### src/rtl/core/ptb_pkg.sv
package ptb_pkg;

  // bank size and derived widths
  localparam int TIMERS = 16;
  localparam int IDX_W  = 4;
  localparam int SLOTS  = (TIMERS < (1 << IDX_W)) ? TIMERS : (1 << IDX_W);
  localparam int ADDR_W = (SLOTS > 1) ? $clog2(SLOTS) : 1;

  localparam logic [31:0] FLOOR_RESET = 32'd946684800;
  localparam logic [1:0]  KIND_INVALID = 2'd3;

  typedef logic [31:0]       sec_t;
  typedef logic [IDX_W-1:0]  idx_t;
  typedef logic [ADDR_W-1:0] addr_t;

  typedef enum logic [2:0] {
    ACT_DEFINE = 3'd0,
    ACT_START  = 3'd1,
    ACT_PAUSE  = 3'd2,
    ACT_RESUME = 3'd3,
    ACT_STOP   = 3'd4,
    ACT_REMOVE = 3'd5,
    ACT_TICK   = 3'd6,
    ACT_QUERY  = 3'd7
  } action_e;

  typedef enum logic [1:0] {
    RUN_IDLE  = 2'd0,
    RUN_RUN   = 2'd1,
    RUN_PAUSE = 2'd2,
    RUN_DONE  = 2'd3
  } run_e;

  typedef enum logic [1:0] {
    STS_OK        = 2'd0,
    STS_EMPTY     = 2'd1,
    STS_BAD_STATE = 2'd2,
    STS_BAD_DEF   = 2'd3
  } status_e;

  typedef enum logic [1:0] {
    RK_REPLY    = 2'd0,
    RK_EXPIRY   = 2'd1,
    RK_TICK_END = 2'd2
  } rkind_e;

  typedef enum logic [1:0] {
    FSM_IDLE = 2'd0,
    FSM_CMD  = 2'd1,
    FSM_SCAN = 2'd2,
    FSM_END  = 2'd3
  } fsm_e;

  typedef struct packed {
    logic       tstart;
    logic [7:0] number;
    logic [1:0] kind;
    logic       has_target;
    logic       rep;
  } def_t;

  // one memory word per slot
  typedef struct packed {
    run_e run;
    sec_t start;
    sec_t paused;
    sec_t interval;
    def_t def;
  } entry_t;

  localparam int ENTRY_W = $bits(entry_t);

  typedef struct packed {
    logic    we;
    status_e status;
    entry_t  entry;
    sec_t    remaining;
    logic    expired;
  } eval_t;

endpackage

### src/rtl/core/pausable_timer_bank_top.sv
// channel   | direction | handshake             | payload
// ----------+-----------+-----------------------+------------------------------------------
// command   | in        | start / busy          | action_i .. target_start_i
// result    | out       | result_valid_o strobe | status_code_o .. last_o
// config    | in        | cfg_we_i              | cfg_wdata_i (clock valid floor)
//
// a command item reads its slot word from memory on acceptance, then in the command
// state modifies it, writes it back and registers its reply; busy is high in that state
// a tick item reads the slots one per cycle in index order, then gives its tick end;
// a tick at or below the floor scans nothing and gives its tick end at once
// reset clears the used bits and the sequencer and sets the floor to FLOOR_RESET; slot
// words are written on define before they are ever used, so the memory needs no clear
// results cannot be held off: each is on the ports for one cycle only
module pausable_timer_bank_top (
  input  logic        clk_i,
  input  logic        rst_ni,
  input  logic        start,
  output logic        busy,
  input  logic        cfg_we_i,
  input  logic [31:0] cfg_wdata_i,
  input  logic [2:0]  action_i,
  input  logic [3:0]  timer_index_i,
  input  logic [31:0] now_sec_i,
  input  logic [31:0] duration_sec_i,
  input  logic        repeat_on_i,
  input  logic        has_target_i,
  input  logic [1:0]  target_kind_i,
  input  logic [7:0]  target_number_i,
  input  logic        target_start_i,
  output logic        result_valid_o,
  output logic [1:0]  status_code_o,
  output logic [1:0]  result_kind_o,
  output logic [3:0]  slot_o,
  output logic [1:0]  timer_state_o,
  output logic [31:0] remaining_sec_o,
  output logic        fire_target_o,
  output logic [1:0]  fired_kind_o,
  output logic [7:0]  fired_number_o,
  output logic        fired_start_o,
  output logic        persist_needed_o,
  output logic        last_o
);

  // sequencer and control state
  ptb_pkg::fsm_e              state_q, state_d;
  ptb_pkg::addr_t             cnt_q, cnt_d;
  logic                       persist_q, persist_d;
  ptb_pkg::sec_t              floor_q;
  logic [ptb_pkg::SLOTS-1:0]  used_q, used_d;

  // latched command item
  ptb_pkg::action_e action_q;
  ptb_pkg::idx_t    idx_q;
  logic             idx_ok_q;
  ptb_pkg::sec_t    now_q;
  ptb_pkg::sec_t    dur_q;
  logic             rep_q;
  logic             ht_q;
  logic [1:0]       tk_q;
  logic [7:0]       tn_q;
  logic             ts_q;

  // result register
  logic             valid_q, valid_d;
  ptb_pkg::status_e status_q, status_d;
  ptb_pkg::rkind_e  kind_q, kind_d;
  ptb_pkg::idx_t    slot_q, slot_d;
  ptb_pkg::run_e    tstate_q, tstate_d;
  ptb_pkg::sec_t    rem_q, rem_d;
  logic             fire_q, fire_d;
  logic [1:0]       fk_q, fk_d;
  logic [7:0]       fn_q, fn_d;
  logic             fs_q, fs_d;
  logic             pers_q, pers_d;
  logic             last_q, last_d;

  // slot memory
  logic                         ram_we;
  ptb_pkg::addr_t               ram_waddr;
  ptb_pkg::addr_t               ram_raddr;
  logic [ptb_pkg::ENTRY_W-1:0]  ram_rdata;
  ptb_pkg::entry_t              entry_rd;
  ptb_pkg::eval_t               ev;
  ptb_pkg::action_e             ev_action;

  ptb_pkg::action_e act_in;
  logic             accept;
  logic             used_cur;
  logic             used_after;
  ptb_pkg::run_e    run_after;

  assign act_in   = ptb_pkg::action_e'(action_i);
  assign accept   = start && !busy;
  assign busy     = (state_q != ptb_pkg::FSM_IDLE);
  assign entry_rd = ptb_pkg::entry_t'(ram_rdata);

  // the scan reads the next slot while the current one is written back
  assign ram_raddr = (state_q == ptb_pkg::FSM_SCAN) ? ptb_pkg::addr_t'(cnt_q + 1'b1) :
                     (act_in == ptb_pkg::ACT_TICK)  ? '0 : ptb_pkg::addr_t'(timer_index_i);
  assign ram_waddr = (state_q == ptb_pkg::FSM_SCAN) ? cnt_q : ptb_pkg::addr_t'(idx_q);
  assign ev_action = (state_q == ptb_pkg::FSM_SCAN) ? ptb_pkg::ACT_TICK : action_q;
  assign used_cur  = (state_q == ptb_pkg::FSM_SCAN) ? used_q[cnt_q]
                                                     : used_q[ptb_pkg::addr_t'(idx_q)];

  ptb_ram #(
    .WIDTH (ptb_pkg::ENTRY_W),
    .DEPTH (ptb_pkg::SLOTS)
  ) u_ram (
    .clk_i   (clk_i),
    .we_i    (ram_we),
    .waddr_i (ram_waddr),
    .wdata_i (ev.entry),
    .raddr_i (ram_raddr),
    .rdata_o (ram_rdata)
  );

  ptb_eval u_eval (
    .action_i        (ev_action),
    .entry_i         (entry_rd),
    .now_i           (now_q),
    .floor_i         (floor_q),
    .duration_i      (dur_q),
    .repeat_i        (rep_q),
    .has_target_i    (ht_q),
    .target_kind_i   (tk_q),
    .target_number_i (tn_q),
    .target_start_i  (ts_q),
    .result_o        (ev)
  );

  // slot state as seen in the reply
  always_comb begin
    used_after = used_cur;
    if (action_q == ptb_pkg::ACT_DEFINE && ev.we) begin
      used_after = 1'b1;
    end else if (action_q == ptb_pkg::ACT_REMOVE) begin
      used_after = 1'b0;
    end
    run_after = used_after ? ev.entry.run : ptb_pkg::RUN_IDLE;
  end

  always_comb begin
    state_d   = state_q;
    cnt_d     = cnt_q;
    persist_d = persist_q;
    used_d    = used_q;
    ram_we    = 1'b0;
    valid_d   = 1'b0;
    status_d  = ptb_pkg::STS_OK;
    kind_d    = ptb_pkg::RK_REPLY;
    slot_d    = '0;
    tstate_d  = ptb_pkg::RUN_IDLE;
    rem_d     = '0;
    fire_d    = 1'b0;
    fk_d      = '0;
    fn_d      = '0;
    fs_d      = 1'b0;
    pers_d    = 1'b0;
    last_d    = 1'b0;

    unique case (state_q)
      ptb_pkg::FSM_IDLE: begin
        if (accept) begin
          if (act_in != ptb_pkg::ACT_TICK) begin
            state_d = ptb_pkg::FSM_CMD;
          end else if (now_sec_i > floor_q) begin
            state_d   = ptb_pkg::FSM_SCAN;
            cnt_d     = '0;
            persist_d = 1'b0;
          end else begin
            // early tick: tick end only
            valid_d  = 1'b1;
            status_d = ptb_pkg::STS_BAD_STATE;
            kind_d   = ptb_pkg::RK_TICK_END;
            last_d   = 1'b1;
          end
        end
      end

      ptb_pkg::FSM_CMD: begin
        state_d = ptb_pkg::FSM_IDLE;
        valid_d = 1'b1;
        kind_d  = ptb_pkg::RK_REPLY;
        slot_d  = idx_q;
        last_d  = 1'b1;
        if (!idx_ok_q || (!used_cur && action_q != ptb_pkg::ACT_DEFINE)) begin
          status_d = ptb_pkg::STS_EMPTY;
        end else begin
          ram_we   = ev.we;
          status_d = ev.status;
          rem_d    = ev.remaining;
          tstate_d = run_after;
          used_d[ptb_pkg::addr_t'(idx_q)] = used_after;
        end
      end

      ptb_pkg::FSM_SCAN: begin
        if (used_cur && ev.expired) begin
          ram_we    = 1'b1;
          persist_d = 1'b1;
          valid_d   = 1'b1;
          kind_d    = ptb_pkg::RK_EXPIRY;
          slot_d    = ptb_pkg::idx_t'(cnt_q);
          tstate_d  = ev.entry.run;
          fire_d    = entry_rd.def.has_target;
          fk_d      = entry_rd.def.has_target ? entry_rd.def.kind : 2'b00;
          fn_d      = entry_rd.def.has_target ? entry_rd.def.number : 8'h00;
          fs_d      = entry_rd.def.has_target & entry_rd.def.tstart;
        end
        if (int'(cnt_q) == ptb_pkg::SLOTS - 1) begin
          state_d = ptb_pkg::FSM_END;
        end else begin
          cnt_d = ptb_pkg::addr_t'(cnt_q + 1'b1);
        end
      end

      ptb_pkg::FSM_END: begin
        state_d = ptb_pkg::FSM_IDLE;
        valid_d = 1'b1;
        kind_d  = ptb_pkg::RK_TICK_END;
        pers_d  = persist_q;
        last_d  = 1'b1;
      end

      default: begin
        state_d = ptb_pkg::FSM_IDLE;
      end
    endcase
  end

  always_ff @(posedge clk_i or negedge rst_ni) begin
    if (!rst_ni) begin
      state_q   <= ptb_pkg::FSM_IDLE;
      cnt_q     <= '0;
      persist_q <= 1'b0;
      floor_q   <= ptb_pkg::FLOOR_RESET;
      used_q    <= '0;
      valid_q   <= 1'b0;
    end else begin
      state_q   <= state_d;
      cnt_q     <= cnt_d;
      persist_q <= persist_d;
      used_q    <= used_d;
      valid_q   <= valid_d;
      if (cfg_we_i) begin
        floor_q <= cfg_wdata_i;
      end
    end
  end

  // item and result payload, no reset
  always_ff @(posedge clk_i) begin
    if (accept) begin
      action_q <= act_in;
      idx_q    <= timer_index_i;
      idx_ok_q <= (int'(timer_index_i) < ptb_pkg::SLOTS);
      now_q    <= now_sec_i;
      dur_q    <= duration_sec_i;
      rep_q    <= repeat_on_i;
      ht_q     <= has_target_i;
      tk_q     <= target_kind_i;
      tn_q     <= target_number_i;
      ts_q     <= target_start_i;
    end
    status_q <= status_d;
    kind_q   <= kind_d;
    slot_q   <= slot_d;
    tstate_q <= tstate_d;
    rem_q    <= rem_d;
    fire_q   <= fire_d;
    fk_q     <= fk_d;
    fn_q     <= fn_d;
    fs_q     <= fs_d;
    pers_q   <= pers_d;
    last_q   <= last_d;
  end

  assign result_valid_o   = valid_q;
  assign status_code_o    = status_q;
  assign result_kind_o    = kind_q;
  assign slot_o           = slot_q;
  assign timer_state_o    = tstate_q;
  assign remaining_sec_o  = rem_q;
  assign fire_target_o    = fire_q;
  assign fired_kind_o     = fk_q;
  assign fired_number_o   = fn_q;
  assign fired_start_o    = fs_q;
  assign persist_needed_o = pers_q;
  assign last_o           = last_q;

endmodule

### src/rtl/core/ptb_ram.sv
module ptb_ram #(
  parameter int WIDTH = 8,
  parameter int DEPTH = 16,
  parameter int AW    = (DEPTH > 1) ? $clog2(DEPTH) : 1
) (
  input  logic             clk_i,
  input  logic             we_i,
  input  logic [AW-1:0]    waddr_i,
  input  logic [WIDTH-1:0] wdata_i,
  input  logic [AW-1:0]    raddr_i,
  output logic [WIDTH-1:0] rdata_o
);

  logic [WIDTH-1:0] mem_q [DEPTH];

  always_ff @(posedge clk_i) begin
    if (we_i) begin
      mem_q[waddr_i] <= wdata_i;
    end
    rdata_o <= mem_q[raddr_i];
  end

endmodule

### src/rtl/core/ptb_eval.sv
module ptb_eval (
  input  ptb_pkg::action_e action_i,
  input  ptb_pkg::entry_t  entry_i,
  input  ptb_pkg::sec_t    now_i,
  input  ptb_pkg::sec_t    floor_i,
  input  ptb_pkg::sec_t    duration_i,
  input  logic             repeat_i,
  input  logic             has_target_i,
  input  logic [1:0]       target_kind_i,
  input  logic [7:0]       target_number_i,
  input  logic             target_start_i,
  output ptb_pkg::eval_t   result_o
);

  ptb_pkg::sec_t elapsed;
  logic          late;
  logic [33:0]   minuend;
  logic [33:0]   subtrahend;
  logic [33:0]   diff;

  // elapsed time as a wrapped difference, sign in bit 31
  assign elapsed = now_i - entry_i.start;
  assign late    = (now_i > floor_i);

  // remaining time for a query, one 34-bit subtract then clamp
  always_comb begin
    minuend    = {2'b00, entry_i.interval};
    subtrahend = '0;
    if (entry_i.run == ptb_pkg::RUN_RUN && late) begin
      subtrahend = {{2{elapsed[31]}}, elapsed};
    end else if (entry_i.run == ptb_pkg::RUN_PAUSE) begin
      subtrahend = {2'b00, entry_i.paused};
    end else if (entry_i.run == ptb_pkg::RUN_DONE) begin
      minuend = '0;
    end
  end

  assign diff = minuend - subtrahend;

  always_comb begin
    result_o           = '0;
    result_o.status    = ptb_pkg::STS_OK;
    result_o.entry     = entry_i;
    unique case (action_i)
      ptb_pkg::ACT_DEFINE: begin
        if (duration_i == '0 || (has_target_i && target_kind_i == ptb_pkg::KIND_INVALID)) begin
          result_o.status = ptb_pkg::STS_BAD_DEF;
        end else begin
          result_o.we                   = 1'b1;
          result_o.entry.run            = ptb_pkg::RUN_IDLE;
          result_o.entry.start          = '0;
          result_o.entry.paused         = '0;
          result_o.entry.interval       = duration_i;
          result_o.entry.def.rep        = repeat_i;
          result_o.entry.def.has_target = has_target_i;
          result_o.entry.def.kind       = has_target_i ? target_kind_i : 2'b00;
          result_o.entry.def.number     = has_target_i ? target_number_i : 8'h00;
          result_o.entry.def.tstart     = has_target_i & target_start_i;
        end
      end
      ptb_pkg::ACT_START: begin
        if (entry_i.run == ptb_pkg::RUN_IDLE || entry_i.run == ptb_pkg::RUN_DONE) begin
          result_o.we           = 1'b1;
          result_o.entry.run    = ptb_pkg::RUN_RUN;
          result_o.entry.start  = now_i;
          result_o.entry.paused = '0;
        end else begin
          result_o.status = ptb_pkg::STS_BAD_STATE;
        end
      end
      ptb_pkg::ACT_PAUSE: begin
        if (entry_i.run == ptb_pkg::RUN_RUN) begin
          result_o.we           = 1'b1;
          result_o.entry.run    = ptb_pkg::RUN_PAUSE;
          result_o.entry.paused = elapsed[31] ? '0 : elapsed;
        end else begin
          result_o.status = ptb_pkg::STS_BAD_STATE;
        end
      end
      ptb_pkg::ACT_RESUME: begin
        if (entry_i.run == ptb_pkg::RUN_PAUSE) begin
          result_o.we          = 1'b1;
          result_o.entry.run   = ptb_pkg::RUN_RUN;
          result_o.entry.start = now_i - entry_i.paused;
        end else begin
          result_o.status = ptb_pkg::STS_BAD_STATE;
        end
      end
      ptb_pkg::ACT_STOP: begin
        if (entry_i.run != ptb_pkg::RUN_IDLE) begin
          result_o.we           = 1'b1;
          result_o.entry.run    = ptb_pkg::RUN_IDLE;
          result_o.entry.start  = '0;
          result_o.entry.paused = '0;
        end else begin
          result_o.status = ptb_pkg::STS_BAD_STATE;
        end
      end
      ptb_pkg::ACT_REMOVE: begin
        // the slot is freed by its used bit, the word is rewritten on define
        result_o.status = ptb_pkg::STS_OK;
      end
      ptb_pkg::ACT_TICK: begin
        if (entry_i.run == ptb_pkg::RUN_RUN && !elapsed[31] && elapsed >= entry_i.interval) begin
          result_o.expired = 1'b1;
          result_o.we      = 1'b1;
          if (entry_i.def.rep) begin
            result_o.entry.start  = entry_i.start + entry_i.interval;
            result_o.entry.paused = '0;
          end else begin
            result_o.entry.run = ptb_pkg::RUN_DONE;
          end
        end
      end
      ptb_pkg::ACT_QUERY: begin
        if (diff[33]) begin
          result_o.remaining = '0;
        end else if (diff[32]) begin
          result_o.remaining = '1;
        end else begin
          result_o.remaining = diff[31:0];
        end
      end
      default: begin
        result_o.status = ptb_pkg::STS_OK;
      end
    endcase
  end

endmodule

### config.mk
export PLATFORM = sky130hd
export DESIGN_NAME = pausable_timer_bank_top
export DESIGN_NICKNAME = d
export VERILOG_FILES = /design/src/rtl/core/ptb_pkg.sv /design/src/rtl/core/pausable_timer_bank_top.sv /design/src/rtl/core/ptb_ram.sv /design/src/rtl/core/ptb_eval.sv
export SDC_FILE = /design/constraint.sdc
export NUM_CORES = 2
export LEC_CHECK = 0
export BUFFER_PORTS_ARGS = -buffer_cell sky130_fd_sc_hd__buf_2
export CAP_MARGIN = 5
export CELL_PAD_IN_SITES_DETAIL_PLACEMENT = 1
export CELL_PAD_IN_SITES_GLOBAL_PLACEMENT = 2
export CORE_ASPECT_RATIO = 1.2
export CORE_UTILIZATION = 39
export DETAILED_ROUTE_END_ITERATION = 16
export GPL_TIMING_DRIVEN = 0
export PLACE_DENSITY_LB_ADDON = 0.1
export SLEW_MARGIN = 25
export SYNTH_ARGS = -nofsm -noshare
export SYNTH_HDL_FRONTEND = slang
export SYNTH_SLANG_ARGS = --single-unit
export TNS_END_PERCENT = 1
### constraint.sdc
create_clock -name clk_i -period 11.34 [get_ports clk_i]
set_clock_uncertainty 0.15 [all_clocks]
set_input_delay 2.268 -clock clk_i [delete_from_list [all_inputs] [get_ports clk_i]]
set_output_delay 2.268 -clock clk_i [all_outputs]
set_load 0.1 [all_outputs]
==> flow_metrics.tcl <==
set metrics [dict create \
    finalPower_mw 28.46 \
    dp_hpwl_um 208600 \
    cts_buffers 220 \
    final_net_count 6096 \
    post-cts-setup-buffer-count 0 \
    clk_pin_slew_ns 0.06 \
    synth_top_family_by_area "multiplexers" \
    hold_buffers 0 \
    antenna_found_initial 19 \
    synthFlopType "edfxtp_1" \
    crit_family "compound AO/OA/AOI/OAI gates" \
    clockBufferDepth 4 \
    synth_warnings 0 \
    cp-startpoint "now_q[0]" \
    slew_violations 0 \
    drive_gt1_share_pct 22.35 \
    power_frac_seq_pct 37.7 \
    wire_per_inst_um 32.32 \
    cp.required_ns 11.74 \
    grt_pass1_vias 53383 \
    rows 189 \
    drc 0 \
    worst_pin_slew_ns 1.076 \
    routed_wl_um 287000 \
    cts_max_level 4 \
    whs_ns 0.3326 \
    grt_max_degree 57 \
    cts_tree "yes" \
    dp_worst_setup_slack_ns 1.121 \
    finalHoldViolations 0 \
    io-pin-count 178 \
    fp.dieW_um 434.1 \
    vias 51013 \
    crit-reg2reg-launch "now_q[0]" \
    setup_viol 0 \
    peakVddDrop_v 0.0001655 \
    post_cts_resized 0 \
    register_area_um2 60610 \
    p_sw_mw 10.56 \
    power_frac_comb_pct 36.8 \
    drv_cap 0 \
    cp_slowest_cell "a2111oi_1" \
    max_slew_margin_pct 27.53 \
    avgSynthCellArea_um2 16.91 \
    ys_ff_latch 2083 \
    hp-class "reg2reg" \
    leakage_nw 35.50 \
    areaGrowthSynthToFinish_pct 18.19 \
    status "finished, final reports clean" \
    dr.pass1.iters 6 \
    worstSetupStartpointType "register" \
    synth.distinct_cells 81 \
    holdCritStartpoint "u_ram.rdata_o[6]" \
    async_flop_share_pct 2.688 \
    gp_congestion 0.8789 \
    cp_slowest_stage_delay_ns 0.75 \
    syn_area_um2 87370 \
    power_frac_clock_pct 25.5 \
    synthAdderAreaFrac_pct 3.457 \
    final.period_utilization_pct 89.05 \
    grt_usage_pct 25.37 \
    routed_via_density 5.745 \
    fin_setup_tns_ns 0 \
    root_buffer "clkbuf_16" \
    synth-xor-area-share_pct 1.133 \
    synthSimpleGateAreaFrac_pct 4.885 \
    first_iter_violations 4365 \
    critical_path.endpoint_type "register" \
    synthMuxAreaShare_pct 12.51 \
    multiInputGateArea_um2 25410 \
    switching_share_pct 37.09 \
    core-area_um2 221800 \
    fmax_ghz 0.09903 \
    crit_type "reg2reg" \
    synth_compound_area_share_pct 6.801 \
    synth_enable_flop_cells 1860 \
    internal_power_mw 17.90 \
    yosysSeqAreaShare_pct 69.38 \
    grt_remaining_overflow 0 \
    n_fill_cell 21337 \
    die_h_um 520.5 \
    finalWorstSetupSlack_ns 1.242 \
    cts_num_sinks 2083 \
    port_buffers 176 \
    powerDensity_nw_per_um2 275.6 \
    finalCriticalPeriod_ns 10.10 \
    crit_arrival_ns 10.50 \
    synth_nets 5524 \
    crit_buf_inv 8 \
    worstPathMaxFanout 16 \
    clk_latency_ns 0.90 \
    die-area_um2 225900 \
    synthCells 5165 \
    grt_pass1_wl_um 403500 \
    rsz0062_at_grt "false" \
    drtAntennaViolNets 0 \
    start_util_pct 39.39 \
]
-- power groups by stage --
stage,sequential (mW),clock (mW),combinational [mW]
after floorplan,10.5,0,6.64
after global placement,10.9,0,10.0
after detailed placement,10.9,0,10.5
after CTS,10.7,7.41,10.5
after global routing,10.7,7.64,11.3
final,10.7,7.26,10.5
-- metal layers --
metal / track usage, % / part of all wire, % / vias to the layer above / wire length [um]
met5: 0 / 0.014 / - / 41
met4: 7.984 / 3.2 / 6 / 9155
met3: 3.499 / 5.0 / 370 / 14450
li1: - / - / 21800 / -
met2: 42.27 / 49 / 1403 / 140100
met1: 34.35 / 43 / 27434 / 123300
-- final timing paths --
check                                          end  slack (ns)  depth (start not counted)
worst min-delay path             fired_number_o[2]        0.33                          1
worst max register to register  u_ram.mem_q[7][51]        1.24                         29
min in group asynchronous               used_q[14]        1.31                          1
worst min register to register   fired_number_o[2]        0.33                          1
max in group asynchronous              floor_q[23]        9.21                          1
worst max-delay path            u_ram.mem_q[7][51]        1.24                         29
-- cells in the mapped netlist, types with 25 or more instances --
cell	count	area, um^2
a31oi_1	128	800.8
mux2_2	54	608.1
a211oi_1	129	968.4
edfxtp_1	1860	55850
mux4_2	453	10200
o21a_1	25	187.7
inv_1	172	645.6
a21o_1	79	593.1
and2_1	117	732.0
nor3_1	29	145.1
xor2_1	43	376.6
nand3_1	33	165.2
a21oi_1	203	1016
buf_1	45	168.9
a22o_1	28	245.2
and3_1	57	356.6
dfrtp_1	44	1101
clkbuf_1	200	750.7
xnor2_1	70	613.1
nor2b_1	27	168.9
nand4_1	33	206.5
ha_1	235	2940
nand2_1	386	1449
o21ai_0	125	625.6
dfxtp_1	167	3343
nor2_1	135	506.7
-- flip-flops by register name, indices dropped and copies added (netlist names), 3 cells and up --
register / count
u_ram.mem_q: 1776
now_q: 32
fired_number_o: 8
action_q: 3
slot_o: 4
tn_q: 8
remaining_sec_o: 32
idx_q: 4
u_ram.rdata_o: 111
dur_q: 32
used_q: 16
floor_q: 32
cnt_q: 4
-- metrics by stage --
| step | instances | area (um^2) | util [%] |
|---|---|---|---|
| final | 8880 | 103300 | 46.55 |
| after detailed placement | 8473 | 96010 | 43.28 |
| after floorplan | 5165 | 87370 | - |
| after global placement | 8301 | 91950 | 41.45 |
| after CTS | 8872 | 103200 | 46.51 |
| after global routing | 8879 | 103300 | 46.55 |
-- cell type report --
type	count	area share, %
well taps	2960	3.587
clock inverters	119	1.212
repair buffers	350	4.517
clock buffers	280	5.728
inverters	172	0.6301
plain buffers	251	1.002
flip-flops and latches	2083	58.70
diodes	6	0.01454
multi-input cells	2659	24.61
-- kinds of logic (layout without fill, tap and decap cells) --
group / Yosys count / after routing
flip-flops: 2083 / 2083
AND/OR/NAND/NOR: 896 / 896
AO/OA/AOI/OAI: 892 / 892
multiplexers: 519 / 519
buffers and inverters: 423 / 1172
adder cells (fa/ha/maj): 239 / 239
XOR/XNOR: 113 / 113
other: 0 / 6
-- placed cells by master, fill, tap and decap left out, types with 70 or more instances in the layout --
cell type / count
buf_16: 78
buf_12: 72
dfxtp_1: 167
ha_1: 235
a211oi_1: 129
buf_2: 214
a21o_1: 79
and2_1: 117
nor2_1: 118
nand2_1: 386
o21ai_0: 101
edfxtp_1: 1860
a31oi_1: 127
mux4_2: 453
clkbuf_1: 221
a21oi_1: 203
inv_1: 171
clkbuf_16: 223
xnor2_1: 70
No activity file was read; power rests on OpenSTA's default activity.
